### src/mscc_pkg.sv
package mscc_pkg;

    localparam int MAX_LEVELS = 8;

    localparam logic [1:0] CFG_THRESHOLD     = 2'd0;
    localparam logic [1:0] CFG_MULTI_MODE    = 2'd1;
    localparam logic [1:0] CFG_CELLS_PER_ROW = 2'd2;

    localparam logic [2:0] GLYPH_BLANK     = 3'd0;
    localparam logic [2:0] GLYPH_SLASH     = 3'd1;
    localparam logic [2:0] GLYPH_BACKSLASH = 3'd2;
    localparam logic [2:0] GLYPH_DASH      = 3'd3;
    localparam logic [2:0] GLYPH_BAR       = 3'd4;
    localparam logic [2:0] GLYPH_CROSS     = 3'd5;
    localparam logic [2:0] GLYPH_DOT_FILL  = 3'd6;
    localparam logic [2:0] GLYPH_FAINT     = 3'd7;

    localparam logic [2:0] STYLE_NONE      = 3'd0;
    localparam logic [2:0] STYLE_CONTOUR   = 3'd1;
    localparam logic [2:0] STYLE_INSIDE    = 3'd2;
    localparam logic [2:0] STYLE_LEVEL0    = 3'd3;
    localparam logic [2:0] STYLE_LEVEL_TOP = 3'd7;

    localparam logic [3:0] CASE_EMPTY = 4'd0;
    localparam logic [3:0] CASE_FULL  = 4'd15;

    typedef struct packed {
        logic [14:0] threshold;
        logic        multi_mode;
        logic [7:0]  cells_per_row;
    } t_cfg;

    typedef struct packed {
        logic [7:0]                  col;
        logic [7:0]                  row;
        logic [3:0]                  base_case;
        logic [MAX_LEVELS-1:0][3:0]  lvl_case;
    } t_cell;

    function automatic logic [16:0] level_factor(input logic [2:0] lv);
        logic [16:0] f;
        case (lv)
            3'd0:    f = 17'd19661;
            3'd1:    f = 17'd29491;
            3'd2:    f = 17'd39322;
            3'd3:    f = 17'd49152;
            3'd4:    f = 17'd58982;
            3'd5:    f = 17'd68813;
            3'd6:    f = 17'd78643;
            default: f = 17'd88474;
        endcase
        return f;
    endfunction

    function automatic logic [2:0] glyph_of(input logic [3:0] c);
        logic [2:0] g;
        case (c)
            4'd1, 4'd7, 4'd8, 4'd14:          g = GLYPH_SLASH;
            4'd2, 4'd4, 4'd11, 4'd13:         g = GLYPH_BACKSLASH;
            4'd3, 4'd12:                      g = GLYPH_DASH;
            4'd6, 4'd9:                       g = GLYPH_BAR;
            4'd5, 4'd10:                      g = GLYPH_CROSS;
            default:                          g = GLYPH_BLANK;
        endcase
        return g;
    endfunction

endpackage

### src/mscc_back.sv
module mscc_back #(
    parameter int LEVEL_COUNT = 5
) (
    input  logic             i_clk,
    input  logic             i_rst_n,
    input  logic             i_multi_mode,
    input  mscc_pkg::t_cell  i_cell,
    input  logic             i_cell_empty,
    output logic             o_cell_pop,
    input  logic             i_pop,
    output logic             o_empty,
    output logic [7:0]       o_cell_col,
    output logic [7:0]       o_cell_row,
    output logic [3:0]       o_case_index,
    output logic [2:0]       o_glyph,
    output logic [2:0]       o_style
);

    logic       r_ov;
    logic       w_take, w_hit;
    logic [3:0] w_idx;
    logic [2:0] w_glyph, w_style;

    always_comb begin
        w_idx   = i_cell.base_case;
        w_glyph = mscc_pkg::GLYPH_BLANK;
        w_style = mscc_pkg::STYLE_NONE;
        w_hit   = 1'b0;
        if (!i_multi_mode) begin
            if (i_cell.base_case == mscc_pkg::CASE_FULL) begin
                w_glyph = mscc_pkg::GLYPH_DOT_FILL;
                w_style = mscc_pkg::STYLE_INSIDE;
            end else if (i_cell.base_case != mscc_pkg::CASE_EMPTY) begin
                w_glyph = mscc_pkg::glyph_of(i_cell.base_case);
                w_style = mscc_pkg::STYLE_CONTOUR;
            end
        end else begin
            for (int lv = 0; lv < LEVEL_COUNT; lv++) begin
                if (!w_hit && i_cell.lvl_case[lv] != mscc_pkg::CASE_EMPTY
                        && i_cell.lvl_case[lv] != mscc_pkg::CASE_FULL) begin
                    w_hit   = 1'b1;
                    w_idx   = i_cell.lvl_case[lv];
                    w_glyph = mscc_pkg::glyph_of(i_cell.lvl_case[lv]);
                    w_style = (lv >= 4) ? mscc_pkg::STYLE_LEVEL_TOP
                                        : mscc_pkg::STYLE_LEVEL0 + 3'(lv);
                end
            end
            if (!w_hit && i_cell.base_case[3]) begin
                w_glyph = mscc_pkg::GLYPH_FAINT;
                w_style = mscc_pkg::STYLE_INSIDE;
            end
        end
    end

    assign w_take     = !i_cell_empty && (!r_ov || i_pop);
    assign o_cell_pop = w_take;

    always_ff @(posedge i_clk) begin
        if (!i_rst_n) begin
            r_ov <= 1'b0;
        end else if (w_take) begin
            r_ov <= 1'b1;
        end else if (i_pop) begin
            r_ov <= 1'b0;
        end
    end

    always_ff @(posedge i_clk) begin
        if (w_take) begin
            o_cell_col   <= i_cell.col;
            o_cell_row   <= i_cell.row;
            o_case_index <= w_idx;
            o_glyph      <= w_glyph;
            o_style      <= w_style;
        end
    end

    assign o_empty = !r_ov;

endmodule

### config.mk
export PLATFORM = sky130hd
export DESIGN_NAME = mscc_back
export DESIGN_NICKNAME = d
export VERILOG_FILES = /design/src/mscc_pkg.sv /design/src/mscc_back.sv
export SDC_FILE = /design/constraint.sdc
export NUM_CORES = 1
export LEC_CHECK = 0
export ABC_AREA = 1
export BUFFER_PORTS_ARGS = -buffer_cell sky130_fd_sc_hd__buf_4
export CAP_MARGIN = 20
export CORE_MARGIN = 4
export CORE_UTILIZATION = 52
export DETAILED_ROUTE_END_ITERATION = 8
export PLACE_DENSITY = 0.86
export SETUP_SLACK_MARGIN = 0.1
export SYNTH_ARGS = -nofsm -noshare
export SYNTH_HDL_FRONTEND = slang
export SYNTH_SLANG_ARGS = --single-unit
### constraint.sdc
create_clock -name i_clk -period 5 [get_ports i_clk]
set_input_delay 0 -clock i_clk [delete_from_list [all_inputs] [get_ports i_clk]]
set_output_delay 0 -clock i_clk [all_outputs]
set_load 0.01 [all_outputs]
## Word level (Yosys, flattened, before mapping)

Memory sizes are Yosys's and may differ from the RTL's.
Cells that the tools add are included.

| storage, ports and cells | value |
|---|---|
| flip-flop bits (word level) | 27 |
| memory bits (read-only) | 288 |
| input bits | 57 |
| output and inout port bits | 28 |
| logic and storage cells | 80 |
| memories | 6 |

| cells by class | value |
|---|---|
| equality and inequality tests | 6 |
| multiplexer cells | 36 |
| reductions and logical operators | 26 |

Memories:

| name | depth | bits a word | rd ports | clocked after Yosys merged registers in | wr ports | RTL line | RTL |
|---|---|---|---|---|---|---|---|
| (no name shown) | 16 | 3 | 1 | 0 | 0 | mscc_pkg.sv:57 | `case (c)` |
| (no name shown) | 16 | 3 | 1 | 0 | 0 | mscc_pkg.sv:57 |  |
| (no name shown) | 16 | 3 | 1 | 0 | 0 | mscc_pkg.sv:57 |  |
| (no name shown) | 16 | 3 | 1 | 0 | 0 | mscc_pkg.sv:57 |  |
| (no name shown) | 16 | 3 | 1 | 0 | 0 | mscc_pkg.sv:57 |  |
| (no name shown) | 16 | 3 | 1 | 0 | 0 | mscc_pkg.sv:57 |  |

Operators with widths:

| kind | count |
|---|---|
| 3-bit two-way mux | 15 |
| 4-bit two-way mux | 6 |
| 4-bit nonzero test | 6 |
| 4-bit != test, second input constant | 5 |
| 1-bit two-way mux | 13 |
| 1-bit logical AND | 11 |
| 1-bit zero test | 7 |
| 4-bit equality test, second input constant | 1 |
| 2-bit two-way mux | 2 |
| 2-bit nonzero test | 1 |
| 1-bit logical OR | 1 |

## Logic depth before layout (Yosys ltp)

Gate-level depths: netlist of run 1.

| logic depth | value |
|---|---|
| word-level depth | 28 |
| gate-level depth with buffers | 13 |
| gate-level depth less buffers | 12 |

## Least setup slack after synthesis of run 1

Ideal clock, no wire load.

| timing path | value |
|---|---|
| path type | register to register |
| from | register r_ov |
| to | register o_case_index[0], enable pin |
| library setup time | 0.425 ns |
| arrival time | 1.771 ns |
| data required time | 4.575 ns |
| setup slack | 2.804 ns |
| cell stages (with the launch flop) | 2 |
| buffers on the path | 0 |
| period minus slack after synthesis | 2.196 ns |
| cells stage by stage | dfxtp_1 -> a21oi_1 |

| between the ends | value |
|---|---|
| word-level cells in the longest chain between the ends | 3 |

RTL lines:

| item | RTL line | RTL |
|---|---|---|
| start, declared | mscc_back.sv:19 | `logic r_ov;` |
| start signal, assigned | mscc_back.sv:60 | `r_ov <= 1'b0;` |
| start signal, assigned | mscc_back.sv:62 | `r_ov <= 1'b1;` |
| start signal, assigned | mscc_back.sv:64 | `r_ov <= 1'b0;` |
| 1-bit zero test | mscc_back.sv:55 | `assign w_take = !i_cell_empty && (!r_ov \|\| i_pop);` |
| 1-bit logical OR | mscc_back.sv:55 |  |
| 1-bit logical AND | mscc_back.sv:55 |  |
| net o_cell_pop | mscc_back.sv:9 | `output logic o_cell_pop,` |
| end signal, assigned | mscc_back.sv:72 | `o_case_index <= w_idx;` |
| end, declared | mscc_back.sv:14 | `output logic [3:0] o_case_index,` |

The timed path passes the listed nets, and every way through them passes these cells.
A chain may end at the register's enable or synchronous reset.

## Worst setup path in the final report of run 1

| timing path | value |
|---|---|
| from | input i_cell[1] (netlist bit) |
| to | register o_case_index[3] (data pin) |

| between the ends | value |
|---|---|
| word-level cells in the longest chain between the ends | 24 |
| elaborated cells on any way between the ends | 29 |
| those cells by class | eq/ne: 1; mux: 14; reduce/logical: 14 |

RTL lines:

| item | RTL line | RTL |
|---|---|---|
| start, declared | mscc_back.sv:7 | `input mscc_pkg::t_cell i_cell,` |
| 4-bit != test / 4-bit nonzero test (equally long branches) | mscc_back.sv:40, mscc_back.sv:39 |  |
| 1-bit logical AND * | mscc_back.sv:40 | `&& i_cell.lvl_case[lv] != mscc_pkg::CASE_FULL) begin` |
| 1-bit two-way mux | mscc_back.sv:39 | `if (!w_hit && i_cell.lvl_case[lv] != mscc_pkg::CASE_EMPTY` |
| 1-bit two-way mux | mscc_back.sv:29 | `if (!i_multi_mode) begin` |
| 1-bit zero test | mscc_back.sv:39 |  |
| 1-bit logical AND | mscc_back.sv:39 |  |
| 1-bit logical AND | mscc_back.sv:40 |  |
| 1-bit two-way mux | mscc_back.sv:39 |  |
| [9 not listed] | -- |  |
| 1-bit two-way mux | mscc_back.sv:39 |  |
| 1-bit two-way mux | mscc_back.sv:29 |  |
| 1-bit zero test | mscc_back.sv:39 |  |
| 1-bit logical AND | mscc_back.sv:39 |  |
| 1-bit logical AND | mscc_back.sv:40 |  |
| 4-bit two-way mux * | mscc_back.sv:39 |  |
| 4-bit two-way mux * | mscc_back.sv:29 |  |
| net w_idx[3] | mscc_back.sv:21 | `logic [3:0] w_idx;` |

The timed path passes the listed nets; every way through them passes the cells marked *. The select of a mux whose other input is x is not followed.

==> key figures, run 1 <==
Outcome
  – Status: finished clean

Synth
  – Seq/Total Area, Yosys: 0.3886
  – Synthesized netlist cell count: around 270
  – Post-synth top flop: edfxtp_1
  – Synth warn: 0
  – Netlist cell types: 29
  – Avg Inst Size Synth: approximately 7.7 µm²
  – Number of synthesized flops with an enable pin: 26
  – Mapped cell area: 2061 µm²
  – Synth Net Count: between 300 and 400
  – Synth Register Bits: 27
  – Post-synth ARST share: 0

Placement
  – Hpwl dp: 4035 µm
  – Port buffer count: 72
  – Placed cells: around 380
  – GP Congestion: 0.8406

Routing
  – DRC viols: 0
  – Post-DR vias/cell: ~5.2
  – Drt pass-1 iters: 4
  – Initial DRC count: between 100 and 150
  – Routed len/inst: about 13 µm
  – Total number of vias: between 2,000 and 2,500
  – Antenna Violating Nets Remaining: 0
  – Routed Wire Length: between 5000 and 6000 µm

Final layout
  – Final non-filler cell total: slightly above 400
  – Most frequent cells in the layout: buf_4 (73), nand2_1 (66), inv_1 (38)
  – Register area: around 800 µm²
  – Footprint of the multi-input gates: 1069 µm²
  – N_diodes: 0
  – Layout Nets: ~430
  – Area grow syn2layout: 38.07%
  – Most common library cell in the layout ignoring fill and taps: buf_4
  – Layout cell share with drive strength beyond 1: 0.2549
  – FILL cells: about 260

STA
  – Slew Viols, Final: 0
  – Crit path time final: approximately 1.7 ns
  – Fmax: 0.5775 GHz
  – Total Neg Setup Slack: 0 ns
  – Worst relative slew slack: 0.7773
  – Post-route clock period utilization: 0.3463
  – Worst Clk Skew: between 0.002 and 0.003 ns
  – Setup violations, final: 0
  – Worst-Margin Slew: around 0.33 ns
  – Endpoints failing hold: 0
  – RSZ-0062 raised after global routing: no

Clock tree
  – # resized after CTS: 0
  – Worst skew pair latency: 0.27 ns
  – CTS root buffer: clkbuf_8
  – Clk buf depth: 2
  – Htree depth: 1
  – CTS tree: done
  – # clock sinks: 27
  – Total CTS buffers: 3
  – Reg clk slew, reported paths: approximately 0.090 ns

Critical path
  – Worst EP required: just over 5 ns
  – CP most frequent cell: nand2_1
  – Crit path kind: input pin to flip-flop
  – CP Launch Type: input pin
  – Critical path endpoint category: flip-flop
  – Arrival time at the worst endpoint: between 1.5 and 2 ns
  – Worst-path fanout max: 12
  – Worst path slowest cell: a21oi_4
  – CP cell instances: buf_4, inv_1, ha_1, nand2_1, nand2_2, nand2_4, a21oi_4, nand3_2, o21ai_0, inv_1, nand2_1, nand2_1
  – CP max stage delay: about 0.30 ns

Floorplan
  – Floorplan row count: 22
  – Core Region: approximately 3700 µm²
  – Die area: a little over 5000 µm²
  – DIE WIDTH: roughly 71 µm
  – Ports: 85
  – Die height: 70.95 µm
  – Initial Util: 0.5505

GRT
  – First-pass GRT wire length: roughly 8700 µm
  – GRT Total Usage: 0.2126
  – Largest net degree at the start of global routing: 28
  – Initial antenna violation count: 0
  – Number of global-route vias before repair: 1,927
  – Congestion Overflow GR: 0

Pwr
  – Lkg Pwr: approximately 1.4 nW
  – IR Drop Worst-Case VDD: slightly above 0.1 mV
  – Pwr dens: between 150 and 200 nW/µm²

Min path
  – Hold Path Class: input pin to flip-flop

Run
  – Max cap viols: 0
## critical path: cells and delay by family
family / cells / cell delay (ns)
adder cells (fa/ha/maj): 1 / 0.17
buffers and inverters: 3 / 0.28
AND/OR/NAND/NOR: 6 / 0.77
AO/OA/AOI/OAI: 2 / 0.54
## sequential cells by signal (all words and copies together) (netlist names)
signal	flops
o_style	3
r_ov	1
o_cell_row	8
o_glyph	3
o_cell_col	8
o_case_index	4
## per-layer routing
layer	vias up	wire (µm)	global-route usage
met3	11	410	0.03693
met5	-	0	0
met2	97	2691	0.3944
met1	925	2215	0.2565
met4	0	72	0.04384
li1	1058	-	-
## cells in the mapped netlist (2+ instances only)
| master | count | area share |
|---|---|---|
| nand2_1 | 66 | 0.12 |
| a21oi_2 | 2 | 0.0085 |
| ha_1 | 12 | 0.073 |
| nand3b_1 | 2 | 0.0073 |
| nand2_4 | 3 | 0.016 |
| edfxtp_1 | 26 | 0.38 |
| nor2_2 | 2 | 0.0061 |
| nand4_1 | 3 | 0.0091 |
| xor2_1 | 4 | 0.017 |
| clkbuf_1 | 3 | 0.0055 |
| o21ai_0 | 14 | 0.034 |
| nand3_2 | 2 | 0.0097 |
| nand2_2 | 3 | 0.0091 |
| nor2_1 | 28 | 0.051 |
| o21ai_1 | 4 | 0.0097 |
| nand3_1 | 33 | 0.080 |
| buf_6 | 3 | 0.016 |
| inv_1 | 38 | 0.069 |
| a21oi_1 | 11 | 0.027 |
## kinds of logic after synthesis
family | synth area share
simple gates | 0.3242
flops | 0.3886
xor+xnor | 0.02125
fa+ha+maj | 0.07286
buf+inv | 0.09472
compound gates | 0.09837
## power breakdown
part | leakage (nW) | internal (W) | switching (W)
Sequential | 0.261 | 0.000266 | 0.00000548
Combinational | 1.12 | 0.0000764 | 0.0000839
Clock | 0.0228 | 0.0000570 | 0.0000626
Total | 1.40 | 0.000400 | 0.000152
## final cells by class
cell class	instances	area share
clock buffers	4	0.01583
inverters	38	0.05013
multi-input cells	197	0.3755
flip-flops and latches	27	0.2814
well taps	48	0.02111
repair buffers	91	0.2559
## repair_timing
item,4_1_cts,5_1_grt
setup buffers,0,0
hold buffers,18,0
endpoints found under the hold margin,17,0
## metrics by stage
step,area [µm²],power [W],hold slack (ns),utilization,setup slack (ns)
global placement,2620,0.0004168,0.1781,0.6999,3.089
floorplan,2061,0.0003499,0.09887,-,2.804
detailed placement,2620,0.0004226,0.1803,0.6999,3.044
finish,2845,0.0005517,0.03760,0.7600,3.269
global route,2845,0.0005814,0.05087,0.7600,3.006
CTS,2845,0.0005488,0.03820,0.7600,3.330
## path summary, 6_finish.rpt
path	startpoint	endpoint	slack, ns	cells after the start
worst max-delay path	i_cell[1]	o_case_index[3]$_DFFE_PP_	3.27	12
worst min-delay path	i_cell[33]	o_case_index[1]$_DFFE_PP_	0.04	3
worst max register to register	r_ov$_SDFFE_PN0P_	r_ov$_SDFFE_PN0P_	3.80	3
worst min register to register	r_ov$_SDFFE_PN0P_	o_cell_col[3]$_DFFE_PP_	0.89	2
(Power assumes the default switching activity.)
==> run 2, diff against run 1 <==
--- a/config.mk
+++ b/config.mk
@@ -9,9 +9,9 @@
 export BUFFER_PORTS_ARGS = -buffer_cell sky130_fd_sc_hd__buf_4
 export CAP_MARGIN = 20
 export CORE_MARGIN = 4
-export CORE_UTILIZATION = 52
+export CORE_UTILIZATION = 44
 export DETAILED_ROUTE_END_ITERATION = 8
-export PLACE_DENSITY = 0.86
+export PLACE_DENSITY = 0.77
 export SETUP_SLACK_MARGIN = 0.1
 export SYNTH_ARGS = -nofsm -noshare
 export SYNTH_HDL_FRONTEND = slang
==> constraint.sdc (replaced) <==
create_clock -name i_clk -period 1.45 [get_ports i_clk]
set_input_delay 0 -clock i_clk [delete_from_list [all_inputs] [get_ports i_clk]]
set_output_delay 0 -clock i_clk [all_outputs]
set_load 0.01 [all_outputs]
==> key figures, run 2 (synthesis results as in run 1) <==
Min path
  – Hold Path Class: input pin to flip-flop

Critical path
  – CP most frequent cell: buf_4
  – Worst reg-to-reg path cell count: 3 (unchanged)
  – Worst-path fanout max: 7 (-5)
  – CP cell instances: buf_4, ha_1, nand3_2, nand2_4, buf_4, nand4_1, buf_4, nand2_1, o21ai_1, nand2_1
  – Worst path slowest cell: ha_1
  – Crit path kind: input pin to flip-flop
  – Worst EP required: 1.47 ns (-3.56 ns)
  – CP Launch Type: input pin
  – Levels on crit path: 10 (-2)
  – Worst reg2reg setup slack: 0.22 ns (-3.58 ns)
  – CP max stage delay: 0.23 ns (-0.07 ns)
  – Arrival time at the worst endpoint: 1.34 ns (-0.42 ns)
  – CP Capture Point: o_style[0]$_DFFE_PP_
  – CP Buf/Inv Count: 3 (unchanged)
  – Critical path endpoint category: flip-flop
  – Reg2reg start: r_ov$_SDFFE_PN0P_
  – Crit path from: i_cell[0]
  – Family with the most delay on the worst path: simple AND/OR/NAND/NOR gates
  – RR Endpoint: r_ov$_SDFFE_PN0P_

GRT
  – Largest net degree at the start of global routing: 28 (unchanged)
  – First-pass GRT wire length: 9756 µm (+12%)
  – Congestion Overflow GR: 0 (unchanged)
  – GRT Total Usage: 0.2010 (-0.01154)
  – Number of global-route vias before repair: 2,106 (+9.3%)
  – Initial antenna violation count: 0 (unchanged)

Final layout
  – Area grow syn2layout: 54.95%
  – Most frequent cells in the layout: buf_4 (96), nand2_1 (65), inv_1 (35)
  – Top Registers: o_cell_col (8), o_cell_row (8), o_case_index (4)
  – Footprint of the multi-input gates: 1161 µm² (+8.7%)
  – Layout Nets: 454 (+6.3%)
  – FILL cells: 327 (+25%)
  – N_diodes: 0 (unchanged)
  – Register area: 800.8 µm² (unchanged)
  – Layout cell share with drive strength beyond 1: 0.3438 (+0.08885)
  – Most common library cell in the layout ignoring fill and taps: buf_4
  – Final Cell Area: 3193 µm² (+12%)
  – Finished Core Util: 0.7185 (-0.04156)
  – Final non-filler cell total: 436 (+7.7%)

Floorplan
  – DIE WIDTH: 76.44 µm (+7.7%)
  – Core Region: 4444 µm² (+19%)
  – Floorplan row count: 24 (+9.1%)
  – Die area: 5842 µm² (+16%)
  – Initial Util: 0.4637 (-0.08679)
  – Die height: 76.44 µm (+7.7%)
  – Ports: 85 (unchanged)

STA
  – Total Neg Setup Slack: 0 ns (unchanged)
  – Worst-Margin Slew: 0.3038 ns (-0.02906 ns)
  – Crit path time final: approximately 1.3 ns
  – Slew Viols, Final: 0 (unchanged)
  – Fmax: roughly 0.76 GHz
  – Endpoints failing hold: 0 (unchanged)
  – Setup violations, final: 0 (unchanged)
  – Worst Clk Skew: 0.0009666 ns (-0.001546 ns)
  – RSZ-0062 raised after global routing: yes
  – Post-route clock period utilization: 0.9055
  – Worst relative slew slack: 0.7969 (+0.01959)

Pwr
  – Clock power share: 0.208 (-0.009)
  – Lkg Pwr: 1.573 nW (+12%)
  – Sequential power share: 0.474 (-0.019)
  – Combinational share of power: 0.318 (+0.027)
  – IR Drop Worst-Case VDD: 0.3102 mV (+200%)
  – Pwr dens: 619.5 nW/µm² (+220%)
  – Internal: 0.001420 W (+260%)
  – Sw Ratio: 0.2820 (+0.006547)
  – Net Switching: 0.0005578 W (+270%)

Routing
  – Routed Wire Length: 5991 µm (+11%)
  – Wire length on met1: 2438 µm (+10%)
  – Routed len/inst: 13.74 µm (+3.3%)
  – Post-DR vias/cell: 5.030 (-2.6%)
  – Total number of vias: 2,193 (+4.9%)
  – Drt pass-1 iters: 4 (unchanged)
  – Antenna Violating Nets Remaining: 0 (unchanged)
  – DRC viols: 0 (unchanged)
  – Wire length on met2: 3011 µm (+12%)
  – Routed met3 length: 460 µm (+12%)
  – Uppermost routed layer: met4
  – Initial DRC count: 171 (+49%)

Placement
  – Placed cells: 409 (+6.8%)
  – Hpwl dp: 4189 µm (+3.8%)
  – Port buffer count: 72 (unchanged)
  – Placed cell areas: 2823 µm² (+7.7%)
  – GP Congestion: 0.8763 (+4.2%)

Clock tree
  – Htree depth: 1 (unchanged)
  – Total CTS buffers: 3 (unchanged)
  – # clock sinks: 27 (unchanged)
  – Clk buf depth: 2 (unchanged)
  – CTS root buffer: clkbuf_8
  – CTS tree: done
  – Reg clk slew, reported paths: 0.09 ns (about the same)
  – Worst skew pair latency: 0.26 ns (about the same)

Run
  – Max cap viols: 0 (unchanged)

Outcome
  – Status: finished clean
==> run 2: worst min-delay path by stage <==
stage               depth (start not counted)                        end  slack [ns]    startpoint
detailed placement                          1    o_cell_row[2]$_DFFE_PP_        0.18    i_cell[38]
global placement                            1    o_cell_row[4]$_DFFE_PP_        0.18    i_cell[40]
finish                                      3  o_case_index[1]$_DFFE_PP_        0.04    i_cell[33]
floorplan                                   1                 o_cell_pop        0.09  i_cell_empty
CTS                                         3  o_case_index[1]$_DFFE_PP_        0.04    i_cell[33]
global route                                3  o_case_index[1]$_DFFE_PP_        0.05    i_cell[33]
==> run 2: timing repair <==
| action | 4_1_cts | 5_1_grt |
|---|---|---|
| endpoints found under the hold margin | 17 | 0 |
| gates resized for setup | 0 | 22 |
| setup endpoints to repair | 0 | 8 |
| hold buffers | 18 | 0 |
| setup buffers | 0 | 4 |
==> run 2: area by class of cell <==
type,instances,area share
clock buffers,3,0.01293
clock inverters,1,0.001567
inverters,38,0.04467
multi-input cells,197,0.3636
flip-flops and latches,27,0.2508
well taps,52,0.02038
repair buffers,118,0.3060
==> run 2: through the flow <==
| stage | hold slack (ns) | power, W | worst slack [ns] |
|---|---|---|---|
| after CTS | 0.03691 | 0.001936 | 0.1193 |
| final | 0.04274 | 0.001978 | 0.1370 |
| after global routing | 0.04591 | 0.002092 | 0.03645 |
| after floorplan | 0.08754 | 0.001208 | 0.1468 |
| after detailed placement | 0.1797 | 0.001499 | -0.1579 |
| after global placement | 0.1778 | 0.001486 | -0.1311 |
==> run 2: power groups by stage <==
stage,logic (W),registers [W],clock network (W)
4_1_cts,0.000591,0.000933,0.000412
6_report,0.000629,0.000937,0.000412
3_3_place_gp,0.000536,0.000950,0
5_1_grt,0.000695,0.000942,0.000455
3_5_place_dp,0.000548,0.000950,0
2_1_floorplan,0.000231,0.000978,0
==> run 2: worst reg2reg max path: stages (launching register included) <==
cell	delay (ns)
dfxtp_1	0.41
nand2_1	0.07
a21boi_0	0.14
dlygate4sd3_1	0.55
==> run 2: layer usage <==
layer,vias up,global-route usage
met3,12,0.04255
met5,-,0
li1,1111,-
met4,0,0.04529
met1,967,0.2349
met2,103,0.3735
==> run 3, diff against run 2 <==
--- a/config.mk
+++ b/config.mk
@@ -12,6 +12,7 @@
 export CORE_UTILIZATION = 44
 export DETAILED_ROUTE_END_ITERATION = 8
 export PLACE_DENSITY = 0.77
+export REMOVE_ABC_BUFFERS = 1
 export SETUP_SLACK_MARGIN = 0.1
 export SYNTH_ARGS = -nofsm -noshare
 export SYNTH_HDL_FRONTEND = slang
==> key figures, run 3 (synthesis results as in run 1) <==
Critical path
  – Levels on crit path: 13 (+3)
  – Worst path slowest cell: ha_2
  – Crit path kind: input pin to flip-flop
  – Critical path endpoint category: flip-flop
  – Family with the most delay on the worst path: simple AND/OR/NAND/NOR gates
  – Arrival time at the worst endpoint: 1.31 ns (-0.03 ns)
  – CP Launch Type: input pin
  – CP cell instances: buf_4, inv_1, ha_2, nand2_2, nand2_4, nand2_4, a21oi_4, buf_6, nand2_4, nand3_1, nand2_1, nand2_1, nand2_1
  – CP max stage delay: 0.19 ns (-0.04 ns)
  – Worst reg2reg setup slack: 0.25 ns (+0.03 ns)
  – Worst EP required: 1.48 ns (about the same)
  – Worst reg-to-reg path cell count: 3 (unchanged)
  – Worst-path fanout max: 7 (unchanged)
  – CP Buf/Inv Count: 3 (unchanged)
  – RR Endpoint: r_ov$_SDFFE_PN0P_
  – Reg2reg start: r_ov$_SDFFE_PN0P_
  – Crit path from: i_cell[5]

Clock tree
  – Total CTS buffers: 3 (unchanged)
  – Worst skew pair latency: 0.27 ns (about the same)
  – Reg clk slew, reported paths: 0.09 ns (about the same)
  – Clk buf depth: 2 (unchanged)
  – CTS tree: done
  – # clock sinks: 27 (unchanged)
  – CTS root buffer: clkbuf_8
  – Htree depth: 1 (unchanged)

Routing
  – Initial DRC count: 128 (-25%)
  – Routed Wire Length: 5618 µm (-6.2%)
  – Post-DR vias/cell: 4.965 (-1.3%)
  – Drt pass-1 iters: 4 (unchanged)
  – DRC viols: 0 (unchanged)
  – Routed len/inst: 13.00 µm (-5.4%)
  – Total number of vias: 2,145 (-2.2%)
  – Antenna Violating Nets Remaining: 0 (unchanged)

Pwr
  – Pwr dens: 632.3 nW/µm² (+2.1%)
  – IR Drop Worst-Case VDD: 0.3065 mV (-1.2%)
  – Lkg Pwr: 1.523 nW (-3.1%)

STA
  – Post-route clock period utilization: 0.8818 (-0.02366)
  – Setup violations, final: 0 (unchanged)
  – RSZ-0062 raised after global routing: yes
  – Endpoints failing hold: 0 (unchanged)
  – Slew Viols, Final: 0 (unchanged)
  – Fmax: 0.7821 GHz (+2.7%)
  – Total Neg Setup Slack: 0 ns (unchanged)
  – Worst-Margin Slew: 0.2852 ns (-0.01863 ns)
  – Crit path time final: 1.279 ns (-0.03431 ns)
  – Min Hold Slack: 0.03253 ns (-0.01021 ns)
  – Worst relative slew slack: 0.8093 (+0.01246)
  – Worst Clk Skew: 0.006935 ns (+0.005969 ns)

Floorplan
  – Die area: 5842 µm² (unchanged)
  – Die height: 76.44 µm (unchanged)
  – Ports: 85 (unchanged)
  – DIE WIDTH: 76.44 µm (unchanged)
  – Core Region: 4444 µm² (unchanged)
  – Floorplan row count: 24 (unchanged)
  – Initial Util: 0.4637 (unchanged)

Outcome
  – Status: finished clean

GRT
  – First-pass GRT wire length: 9101 µm (-6.7%)
  – Initial antenna violation count: 0 (unchanged)
  – GRT Total Usage: 0.1867 (-0.01438)
  – Number of global-route vias before repair: 2,009 (-4.6%)
  – Largest net degree at the start of global routing: 19 (-32%)
  – Congestion Overflow GR: 0 (unchanged)

Min path
  – Hold Path Class: input pin to flip-flop
  – Hold path startpoint: i_cell[33]
  – End of the worst hold path: o_case_index[1]$_DFFE_PP_
  – Hold path depth: 3 (unchanged)

Final layout
  – N_diodes: 0 (unchanged)
  – Layout cell share with drive strength beyond 1: 0.3263 (-0.01743)
  – Top Registers: o_cell_col (8), o_cell_row (8), o_case_index (4)
  – Most common library cell in the layout ignoring fill and taps: buf_4
  – FILL cells: 379 (+16%)
  – Layout Nets: 450 (-0.88%)
  – Area grow syn2layout: 49.00%
  – Register area: 800.8 µm² (unchanged)
  – Footprint of the multi-input gates: 1111 µm² (-4.3%)
  – Most frequent cells in the layout: buf_4 (95), nand2_1 (65), inv_1 (37)

Placement
  – Hpwl dp: 4272 µm (+2.0%)
  – Port buffer count: 72 (unchanged)
  – GP Congestion: 0.9228 (+5.3%)

Run
  – Max cap viols: 0 (unchanged)
-- run 3: changes by cell type in the layout (fill, tap and decap cells not counted), moves of 2 or more --
cell    change
inv_2       -2
ha_4        -2
buf_12      -2
inv_1       +2
ha_2        +2
-- run 3: area by class of cell --
cell class / count / share of cell area
Clock buffer: 3 / 0.01345
Clock inverter: 1 / 0.001630
Inverter: 38 / 0.04645
Multi-Input combinational cell: 197 / 0.3619
Sequential cell: 27 / 0.2608
Tap cell: 52 / 0.02119
Timing Repair Buffer: 114 / 0.2946
-- run 3: worst register-to-register path: cells and delay by family (launching register included) --
kind	cells	cell delay, ns
buf+inv	1	0.56
flops	1	0.38
compound gates	1	0.15
simple gates	1	0.06
-- run 3: routing by layer --
layer	share of wire	GRT usage	wire (µm)	up-vias
li1	-	-	-	1110
met1	0.42	0.2256	2364	958
met2	0.51	0.3427	2883	73
met3	0.057	0.02955	319	4
met4	0.0089	0.04710	50	0
met5	0	0	0	-
-- run 3: worst max-delay path by stage --
stage                                end  slack (ns)
5_1_grt        o_case_index[3]$_DFFE_PP_        0.06
3_3_place_gp        o_glyph[0]$_DFFE_PP_       -0.09
3_5_place_dp   o_case_index[3]$_DFFE_PP_       -0.14
6_report       o_case_index[3]$_DFFE_PP_        0.17
2_1_floorplan  o_case_index[0]$_DFFE_PP_       -0.75
4_1_cts             o_glyph[1]$_DFFE_PP_        0.13
-- run 3: repair_timing --
| action | in CTS | in global routing |
|---|---|---|
| hold endpoints to repair | 17 | 0 |
| gates resized for setup | 0 | 13 |
| buffers inserted | 0 | 1 |
| hold buffers | 18 | 0 |
| endpoints found under the setup margin | 0 | 7 |
-- run 3: stage by stage --
stage	area, µm²	worst slack (ns)	cells	total power, W	util
final	3070	0.1713	432	0.001941	0.6909
after global routing	3070	0.05639	432	0.002055	0.6909
after CTS	3017	0.1253	431	0.001929	0.6788
after detailed placement	2790	-0.1360	409	0.001491	0.6278
after global placement	2790	-0.09185	409	0.001474	0.6278
after floorplan	2008	-0.7456	262	0.001191	-
-- run 3: report_power, final --
part | leakage, nW | internal, W | switching [W]
clock | 0.0255 | 0.000192 | 0.000219
combinational | 1.24 | 0.000296 | 0.000302
sequential | 0.261 | 0.000918 | 0.0000156
total | 1.52 | 0.00141 | 0.000536
